[src/rtl/core/rhc_pkg.sv]
`default_nettype none

package rhc_pkg;

    localparam int COMP_W = 8;
    localparam int HUE_W  = 16;

    // 6 * spread must fit
    localparam int DIV_W  = COMP_W + 3;

    // division steps: enough for the hue bits and for the 2*COMP_W bit saturation dividend
    localparam int NSTAGE = (HUE_W > 2 * COMP_W) ? HUE_W : 2 * COMP_W;

    typedef struct packed {
        logic [COMP_W-1:0] red;
        logic [COMP_W-1:0] green;
        logic [COMP_W-1:0] blue;
        logic [COMP_W-1:0] opacity;
    } t_rgba;

    typedef struct packed {
        logic [HUE_W-1:0]  hue;
        logic [COMP_W-1:0] saturation;
        logic [COMP_W-1:0] brightness;
        logic [COMP_W-1:0] opacity_out;
    } t_hsva;

    // State handed from one divider cell to the next
    typedef struct packed {
        logic              valid;
        logic [DIV_W-1:0]  hue_div;
        logic [DIV_W-1:0]  hue_rem;
        logic [NSTAGE-1:0] hue_q;
        logic [COMP_W-1:0] sat_div;
        logic [COMP_W-1:0] sat_rem;
        logic [NSTAGE-1:0] sat_num;
        logic [COMP_W-1:0] sat_q;
        logic [COMP_W-1:0] brightness;
        logic [COMP_W-1:0] opacity;
    } t_cell;

endpackage

`default_nettype wire

[src/rtl/core/rgb_to_hsv_converter_top.sv]
// Channel  Valid     Ready     Payload
// input    i_valid   o_ready   i_pixel (t_rgba: red, green, blue, opacity)
// output   o_valid   i_ready   o_pixel (t_hsva: hue, saturation, brightness, opacity_out)
//
// One pixel per clock while the output is not stalled: a min/max stage, then a
// row of NSTAGE divider cells, each resolving one hue and one saturation quotient bit.
// The whole row advances together; a stall on the output holds every cell.
// Synchronous active-low reset clears the valid bits only.
`default_nettype none

module rgb_to_hsv_converter_top
    import rhc_pkg::*;
(
    input  wire logic  i_clk,
    input  wire logic  i_rst_n,
    input  wire logic  i_valid,
    output logic       o_ready,
    input  wire t_rgba i_pixel,
    output logic       o_valid,
    input  wire logic  i_ready,
    output t_hsva      o_pixel
);

    t_cell w_chain [0:NSTAGE];
    logic  w_en;

    assign w_en    = i_ready || !w_chain[NSTAGE].valid;
    assign o_ready = w_en;

    rhc_prep u_prep (
        .i_clk   (i_clk),
        .i_rst_n (i_rst_n),
        .i_en    (w_en),
        .i_valid (i_valid),
        .i_pixel (i_pixel),
        .o_cell  (w_chain[0])
    );

    for (genvar g = 0; g < NSTAGE; g++) begin : g_cell
        rhc_cell u_cell (
            .i_clk   (i_clk),
            .i_rst_n (i_rst_n),
            .i_en    (w_en),
            .i_cell  (w_chain[g]),
            .o_cell  (w_chain[g+1])
        );
    end

    assign o_valid             = w_chain[NSTAGE].valid;
    assign o_pixel.hue         = w_chain[NSTAGE].hue_q[NSTAGE-1 -: HUE_W];
    assign o_pixel.saturation  = w_chain[NSTAGE].sat_q;
    assign o_pixel.brightness  = w_chain[NSTAGE].brightness;
    assign o_pixel.opacity_out = w_chain[NSTAGE].opacity;

    a_black_zero: assert property (@(posedge i_clk) disable iff (!i_rst_n)
        (o_valid && o_pixel.brightness == '0) |->
            (o_pixel.saturation == '0 && o_pixel.hue == '0))
        else $error("black pixel with nonzero hue or saturation");

    a_grey_hue: assert property (@(posedge i_clk) disable iff (!i_rst_n)
        (o_valid && o_pixel.saturation == '0) |-> (o_pixel.hue == '0))
        else $error("grey pixel with nonzero hue");

    a_stall_full: assert property (@(posedge i_clk) disable iff (!i_rst_n)
        !o_ready |-> o_valid)
        else $error("input stalled with empty output stage");

endmodule

`default_nettype wire

[src/rtl/core/rhc_prep.sv]
`default_nettype none

module rhc_prep
    import rhc_pkg::*;
(
    input  wire logic  i_clk,
    input  wire logic  i_rst_n,
    input  wire logic  i_en,
    input  wire logic  i_valid,
    input  wire t_rgba i_pixel,
    output t_cell      o_cell
);

    logic [COMP_W-1:0]   w_hi;
    logic [COMP_W-1:0]   w_lo;
    logic [COMP_W-1:0]   w_d;
    logic [DIV_W-1:0]    w_d6;
    logic [DIV_W-1:0]    w_numer;
    logic [2*COMP_W-1:0] w_sat_num;
    t_cell               n_cell;
    t_cell               r_cell;

    always_comb begin
        w_hi = i_pixel.red;
        w_lo = i_pixel.red;
        if (i_pixel.green > w_hi) w_hi = i_pixel.green;
        if (i_pixel.blue  > w_hi) w_hi = i_pixel.blue;
        if (i_pixel.green < w_lo) w_lo = i_pixel.green;
        if (i_pixel.blue  < w_lo) w_lo = i_pixel.blue;
        w_d  = w_hi - w_lo;
        w_d6 = (DIV_W'(w_d) << 2) + (DIV_W'(w_d) << 1);

        // sector numerator, below 6*spread whenever the spread is nonzero
        if (w_hi == i_pixel.red) begin
            if (i_pixel.green >= i_pixel.blue) begin
                w_numer = DIV_W'(i_pixel.green) - DIV_W'(i_pixel.blue);
            end else begin
                w_numer = w_d6 - (DIV_W'(i_pixel.blue) - DIV_W'(i_pixel.green));
            end
        end else if (w_hi == i_pixel.green) begin
            w_numer = DIV_W'(i_pixel.blue) + (DIV_W'(w_d) << 1) - DIV_W'(i_pixel.red);
        end else begin
            w_numer = DIV_W'(i_pixel.red) + (DIV_W'(w_d) << 2) - DIV_W'(i_pixel.green);
        end

        // spread * full scale
        w_sat_num = ({w_d, {COMP_W{1'b0}}}) - (2*COMP_W)'(w_d);

        n_cell            = '0;
        n_cell.valid      = i_valid;
        n_cell.hue_rem    = w_numer;
        n_cell.sat_num    = NSTAGE'(w_sat_num);
        n_cell.brightness = w_hi;
        n_cell.opacity    = i_pixel.opacity;
        // grey or black: zero numerator over all-ones divisor yields zero
        n_cell.hue_div    = (w_d == '0) ? '1 : w_d6;
        n_cell.sat_div    = (w_hi == '0) ? '1 : w_hi;
    end

    always_ff @(posedge i_clk) begin
        if (!i_rst_n) begin
            r_cell.valid <= 1'b0;
        end else if (i_en) begin
            r_cell.valid <= n_cell.valid;
        end
        if (i_en) begin
            r_cell.hue_div    <= n_cell.hue_div;
            r_cell.hue_rem    <= n_cell.hue_rem;
            r_cell.hue_q      <= n_cell.hue_q;
            r_cell.sat_div    <= n_cell.sat_div;
            r_cell.sat_rem    <= n_cell.sat_rem;
            r_cell.sat_num    <= n_cell.sat_num;
            r_cell.sat_q      <= n_cell.sat_q;
            r_cell.brightness <= n_cell.brightness;
            r_cell.opacity    <= n_cell.opacity;
        end
    end

    assign o_cell = r_cell;

endmodule

`default_nettype wire

[src/rtl/core/rhc_cell.sv]
`default_nettype none

module rhc_cell
    import rhc_pkg::*;
(
    input  wire logic  i_clk,
    input  wire logic  i_rst_n,
    input  wire logic  i_en,
    input  wire t_cell i_cell,
    output t_cell      o_cell
);

    logic [DIV_W:0]  w_ht;
    logic [DIV_W:0]  w_hd;
    logic [DIV_W:0]  w_hsub;
    logic [COMP_W:0] w_st;
    logic [COMP_W:0] w_sd;
    logic [COMP_W:0] w_ssub;
    t_cell           n_cell;
    t_cell           r_cell;

    // one restoring step for hue and one for saturation
    always_comb begin
        w_ht   = {i_cell.hue_rem, 1'b0};
        w_hd   = {1'b0, i_cell.hue_div};
        w_hsub = w_ht - w_hd;
        w_st   = {i_cell.sat_rem, i_cell.sat_num[NSTAGE-1]};
        w_sd   = {1'b0, i_cell.sat_div};
        w_ssub = w_st - w_sd;

        n_cell         = i_cell;
        n_cell.sat_num = {i_cell.sat_num[NSTAGE-2:0], 1'b0};
        if (w_ht >= w_hd) begin
            n_cell.hue_rem = w_hsub[DIV_W-1:0];
            n_cell.hue_q   = {i_cell.hue_q[NSTAGE-2:0], 1'b1};
        end else begin
            n_cell.hue_rem = w_ht[DIV_W-1:0];
            n_cell.hue_q   = {i_cell.hue_q[NSTAGE-2:0], 1'b0};
        end
        if (w_st >= w_sd) begin
            n_cell.sat_rem = w_ssub[COMP_W-1:0];
            n_cell.sat_q   = {i_cell.sat_q[COMP_W-2:0], 1'b1};
        end else begin
            n_cell.sat_rem = w_st[COMP_W-1:0];
            n_cell.sat_q   = {i_cell.sat_q[COMP_W-2:0], 1'b0};
        end
    end

    always_ff @(posedge i_clk) begin
        if (!i_rst_n) begin
            r_cell.valid <= 1'b0;
        end else if (i_en) begin
            r_cell.valid <= n_cell.valid;
        end
        if (i_en) begin
            r_cell.hue_div    <= n_cell.hue_div;
            r_cell.hue_rem    <= n_cell.hue_rem;
            r_cell.hue_q      <= n_cell.hue_q;
            r_cell.sat_div    <= n_cell.sat_div;
            r_cell.sat_rem    <= n_cell.sat_rem;
            r_cell.sat_num    <= n_cell.sat_num;
            r_cell.sat_q      <= n_cell.sat_q;
            r_cell.brightness <= n_cell.brightness;
            r_cell.opacity    <= n_cell.opacity;
        end
    end

    assign o_cell = r_cell;

endmodule

`default_nettype wire
[config.mk]
export PLATFORM = sky130hd
export DESIGN_NAME = rgb_to_hsv_converter_top
export DESIGN_NICKNAME = d
export VERILOG_FILES = /design/src/rtl/core/rhc_pkg.sv /design/src/rtl/core/rgb_to_hsv_converter_top.sv /design/src/rtl/core/rhc_prep.sv /design/src/rtl/core/rhc_cell.sv
export SDC_FILE = /design/constraint.sdc
export NUM_CORES = 2
export LEC_CHECK = 0
export BUFFER_PORTS_ARGS = -buffer_cell sky130_fd_sc_hd__buf_2
export CORE_MARGIN = 8
export CORE_UTILIZATION = 60
export DETAILED_ROUTE_END_ITERATION = 7
export PLACE_DENSITY = 0.76
export RECOVER_POWER = 25
export SLEW_MARGIN = 25
export SYNTH_ARGS = -nofsm -noshare
export SYNTH_HDL_FRONTEND = slang
export SYNTH_SLANG_ARGS = --single-unit
[constraint.sdc]
create_clock -name i_clk -period 47.8 [get_ports i_clk]
set_input_delay 2.39 -clock i_clk [delete_from_list [all_inputs] [get_ports i_clk]]
set_output_delay 2.39 -clock i_clk [all_outputs]
set_load 0.05 [all_outputs]
; ---- Yosys cells after proc, flatten, opt, wreduce, memory -nomap -nowiden
; Index checks and enable logic that the tools add are counted.
[op_classes]
n_addsub = 40
mux = 46
eq_ne = 2
magnitude_cmp = 37
n_reduce_logical = 4
[op_table]
columns = operator, n
row1 = two-way mux 27 bit, 15
row2 = greater-or-equal comparator 12 x 11 -> 1 bit, 16
row3 = subtractor 11 bit, 16
row4 = two-way mux 8 bit, 18
row5 = greater-or-equal comparator 9 x 8 -> 1 bit, 15
row6 = subtractor 8 bit, 15
row7 = two-way mux 11 bit, 3
row8 = subtractor 11 x 8 -> 11 bit, 2
row9 = subtractor 8 x 8 -> 9 bit, 2
row10 = == test 8 bit, 2
row11 = > comparator 8 bit, 2
row12 = logical NOT 8 bit, 2
row13 = less-than comparator 8 bit, 2
row14 = subtractor 16 x 8 -> 16 bit, 1
row15 = adder 10 x 9 -> 11 bit, 1
row16 = adder 8 x 10 -> 11 bit, 1
row17 = adder 8 x 9 -> 10 bit, 1
row18 = two-way mux 1 bit, 10
row19 = greater-or-equal comparator 1 x 8 -> 1 bit, 1
row20 = greater-or-equal comparator 8 bit, 1
row21 = subtractor 1 x 8 -> 8 bit, 1
row22 = logical NOT 1 bit, 1
row23 = logical OR 1 bit, 1
[word_totals]
regBits = 1302

; ---- Depth between registers and ports, before layout
[logic_depth]
ltp_word = 9
mapped_depth = 40
ltp_nobuf = 36

; ---- Hierarchy
; A second synthesis with hierarchy kept.
[hier_totals]
hier_cells = 4862
area_unflattened_um2 = 70685.3
[by_module_without_submodules]
columns = module, area_per_inst_um2, n_inst, cells_per_inst
row1 = rhc_cell at g_cell[13].u_cell ..., 3991.3, 8, 262
row2 = rhc_cell at g_cell[0].u_cell ..., 3941.3, 7, 249
row3 = rhc_prep, 7101.8, 1, 755
row4 = rhc_cell at g_cell[4].u_cell, 4057.6, 1, 267
row5 = rgb_to_hsv_converter_top, 6.3, 1, 1

; ---- Worst setup path after synthesis
; No wires, ideal clock.
[synth_timing]
path_kind = input-to-output
start = in i_ready
end = out o_ready
slack_ns = 10.493
path_stages = 4
t_arrival_ns = 34.917
cell_sequence = nor2b_1 clkbuf_1 clkinv_1 buf_1
[synth_between]
elab_chain_len = 1
[synth_rtl]
columns = item, line_no
row1 = start: declaration, rgb_to_hsv_converter_top.sv:20  ; input wire logic i_ready,
row2 = logical OR 1 bit, rgb_to_hsv_converter_top.sv:27  ; assign w_en = i_ready || !w_chain[NSTAGE].valid;
row3 = end: declaration, rgb_to_hsv_converter_top.sv:17  ; output logic o_ready,
; Every way passes these cells.

==> results_tabular.tex <==
\begin{tabular}{lr}
\hline
Metric & Value \\
\hline
\multicolumn{2}{l}{\textbf{Critical path}} \\
\quad Cell at the slowest stage of the critical path & o21ai\_1 \\
\quad Kind of capture point of the worst setup path & flop \\
\quad Nature of the critical path startpoint & primary input \\
\quad Crit-path max cell delay & 0.65 ns \\
\quad CP Data Arrival Time & 10.98 ns \\
\quad CP most frequent cell & ha\_1 \\
\quad Top fanout value on the critical path & 14 \\
\quad Crit Reg-Reg Startpoint & g\_cell[15].u\_cell.o\_cell[94] \\
\quad Data required, critical path & 48.22 ns \\
\quad Worst R2R Setup Slack & 43.38 ns \\
\quad Critical path start-end classification & primary input to flop \\
\quad Crit path launch & i\_pixel[17] \\
\quad Endpoint of the lowest-slack register-to-register path & g\_cell[14].u\_cell.o\_cell[65] \\
\quad Depth of the most critical reg-to-reg path & 6 \\
\multicolumn{2}{l}{\textbf{Timing}} \\
\quad Worst rel slew slack & 0.293 \\
\quad F\_max & 94.7 MHz \\
\quad Total Neg Setup Slack & 0 ns \\
\quad Transition time of the tightest slew-check pin & 1.06 ns \\
\quad Skew final & 0.0594 ns \\
\quad Total setup violations reported at the end of the flow & 0 \\
\quad Final count of pins violating max slew & 0 \\
\quad Period utilization & 0.221 \\
\quad Number of endpoints with negative hold slack in the final report & 0 \\
\quad Worst setup slack after layout & 37.24 ns \\
\quad Unrepaired setup endpoints after global routing & no \\
\quad Post-layout min period & 10.56 ns \\
\multicolumn{2}{l}{\textbf{Clocking}} \\
\quad CTS tree & yes \\
\quad Clock network latency to the later pin of the worst-skew pair & 0.70 ns \\
\quad Post-cts repair resize count & 0 \\
\quad Maximum number of buffers from clock root to sink & 3 \\
\quad Sink count of the clock tree & 1197 \\
\quad TritonCTS buffer count & 118 \\
\quad Maximum level of the CTS H-tree & 3 \\
\quad CTS root buf & clkbuf\_16 \\
\quad Number of buffers inserted for hold repair after clock tree synthesis & 0 \\
\quad Post-CTS Repair Setup Buffers & 0 \\
\quad Clock transition at the registers of the reported paths & 0.07 ns \\
\multicolumn{2}{l}{\textbf{Place}} \\
\quad Dpl ws & 36.62 ns \\
\quad Port bufs & 77 \\
\quad HPWL Detailed & 62700 µm \\
\quad Placer Congestion & 0.868 \\
\quad Total placed cells including tap cells & 5405 \\
\multicolumn{2}{l}{\textbf{Global routing}} \\
\quad GRT Residual Overflow & 0 \\
\quad Via count of the first global-routing pass & 30.7k \\
\quad Total GRT Usage & 0.176 \\
\quad Initial antenna violation count & 3 \\
\quad Largest net degree at the start of global routing & 205 \\
\quad Global-route wire length before repair & 149000 µm \\
\multicolumn{2}{l}{\textbf{Pwr}} \\
\quad Lkg Pwr & 25.2 nW \\
\quad Worst IR Drop VDD & 0.0651 mV \\
\quad Total power density per cell area & 77.7 nW/µm² \\
\multicolumn{2}{l}{\textbf{Synth}} \\
\quad Yosys top cell area share & 0.638 \\
\quad Synth area leader & edfxtp\_1 \\
\quad Area contributors post-synth & edfxtp\_1 64\%, ha\_1 8.9\%, o21ai\_0 3.2\%, inv\_1 3.1\%, nand2\_1 2.3\% \\
\quad Average footprint of a synthesized cell & 13.3 µm² \\
\quad Cell area after synthesis & 55500 µm² \\
\quad Yosys warning count & 0 \\
\quad Number of enable flip-flop cells after synthesis & 1180 \\
\quad Predominant post-synthesis flop cell & edfxtp\_1 \\
\quad Gate count of the mapped netlist & 4185 \\
\quad Synthesized flop and latch total & 1197 \\
\quad Part of the Yosys area used for sequential elements & 0.644 \\
\quad Net count after synthesis & 4659 \\
\quad Proportion of register bits with asynchronous set or reset after synthesis & 0 \\
\quad Count of different cell masters after synthesis & 87 \\
\quad Most frequent cells after synthesis & 1180 x edfxtp\_1, 460 x inv\_1, 395 x ha\_1 \\
\quad Count leader, synth & edfxtp\_1 \\
\multicolumn{2}{l}{\textbf{Floorplan}} \\
\quad Initial cell density of the core & 0.606 \\
\quad Die ar. & 103000 µm² \\
\quad Core region area & 91700 µm² \\
\quad Placement row count & 111 \\
\quad Overall die height & 320 µm \\
\quad Count of pins on the block boundary & 78 \\
\quad X dimension of the die & 320 µm \\
\multicolumn{2}{l}{\textbf{Hold path}} \\
\quad Worst min-delay path startpoint & g\_cell[1].u\_cell.o\_cell[8] \\
\quad Number of instances on the worst hold path & 0 \\
\quad Min-delay worst type & flop to flop \\
\quad Destination of the worst hold path & g\_cell[2].u\_cell.o\_cell[8] \\
\multicolumn{2}{l}{\textbf{Drt}} \\
\quad Number of remaining DRC errors & 0 \\
\quad Pre-Repair DR Iteration Count & 7 \\
\quad Initial DRC count & 1784 \\
\quad Antenna-violating nets left & 0 \\
\quad Vias per cell & 5.48 \\
\quad Routed length per placed instance & 16.2 µm \\
\quad Via count of the routed design & 30.8k \\
\quad Routed Wire Length & 90900 µm \\
\multicolumn{2}{l}{\textbf{Finish}} \\
\quad Post-route non-filler standard cell count & 5627 \\
\quad Layout filler cell count & 6511 \\
\quad Growth of design area from synthesis to finish & 10.2\% \\
\quad Net count reported at finish & 4814 \\
\quad Share of post-route cells with drive strength above 1 & 0.0700 \\
\multicolumn{2}{l}{\textbf{Flow run}} \\
\quad Reported max-cap violation count & 0 \\
\multicolumn{2}{l}{\textbf{Outcome}} \\
\quad Run status & finished clean \\
\hline
\end{tabular}
layout by cell type, fill, tap and decap left out, types with 84 or more instances in the layout:
cell type     n
ha_1        395
xnor2_1      90
a21oi_1      99
and2_1      107
inv_1       460
clkbuf_16   120
a21o_1       84
nand2_1     333
nor2_1      215
nand2b_1    137
edfxtp_1   1180
o31ai_1     119
o21ai_0     350
registers in the layout, indices dropped and copies added, names as in the netlist:
| signal | cells |
|---|---|
| g_cell.u_cell.o_cell | 1134 |
| u_prep.o_cell | 63 |
kinds of logic after synthesis:
family | after synthesis | share of synthesized area
buffers and inverters | 530 | 0.0362
multiplexers | 15 | 0.00284
AO/OA/AOI/OAI | 816 | 0.0943
adder cells (fa/ha/maj) | 440 | 0.105
AND/OR/NAND/NOR | 1022 | 0.0912
flip-flops | 1197 | 0.644
XOR/XNOR | 165 | 0.0264
layout make-up:
type,count,area (µm²),share of cell area
diodes,1,2.50,0.0000409
clock buffers,148,3110,0.0508
clock inverters,72,638,0.0104
inverters,464,1750,0.0286
multi-input cells,2458,17800,0.291
flip-flops and latches,1197,35800,0.585
well taps,1186,1480,0.0243
repair buffers,101,623,0.0102
where the power goes:
group | switching (W) | leakage [nW] | internal (W) | total, W
Combinational | 0.00113 | 10.8 | 0.000847 | 0.00198
Clock | 0.000377 | 1.81 | 0.000504 | 0.000880
Sequential | 0.000167 | 12.6 | 0.00173 | 0.00190
Total | 0.00167 | 25.2 | 0.00308 | 0.00475
critical path, delay by kind of cell:
kind,cells,cell delay (ns)
AO/OA/AOI/OAI,13,4.03
adder cells (fa/ha/maj),5,1.79
XOR/XNOR,1,0.18
AND/OR/NAND/NOR,8,1.44
buffers and inverters,5,0.99
multiplexers,1,0.15
per-stage QoR:
step | hold slack, ns | util | total power, W | instance area [µm²]
after floorplan | 0.400 | - | 0.00340 | 55500
after global placement | 0.400 | 0.626 | 0.00380 | 57400
after detailed placement | 0.405 | 0.626 | 0.00388 | 57400
after CTS | 0.368 | 0.667 | 0.00479 | 61100
after global routing | 0.372 | 0.667 | 0.00513 | 61200
final | 0.368 | 0.667 | 0.00475 | 61200
worst max-delay path by stage:
stage | to | slack (ns) | cells past startpoint
after floorplan | o_ready | 10.49 | 4
after global placement | u_prep.o_cell[82] | 36.78 | 33
after detailed placement | u_prep.o_cell[82] | 36.62 | 35
after CTS | u_prep.o_cell[81] | 37.36 | 35
after global routing | u_prep.o_cell[82] | 36.76 | 35
final | u_prep.o_cell[82] | 37.24 | 33
layer usage:
layer  GRT usage  part of all wire  up-vias
met5           0           0.00024        -
met4      0.0584             0.031        4
met3      0.0293             0.039      188
met2       0.320              0.51      490
met1       0.212              0.42    14714
li1            -                 -    15433
No activity file was read; power rests on OpenSTA's default activity.
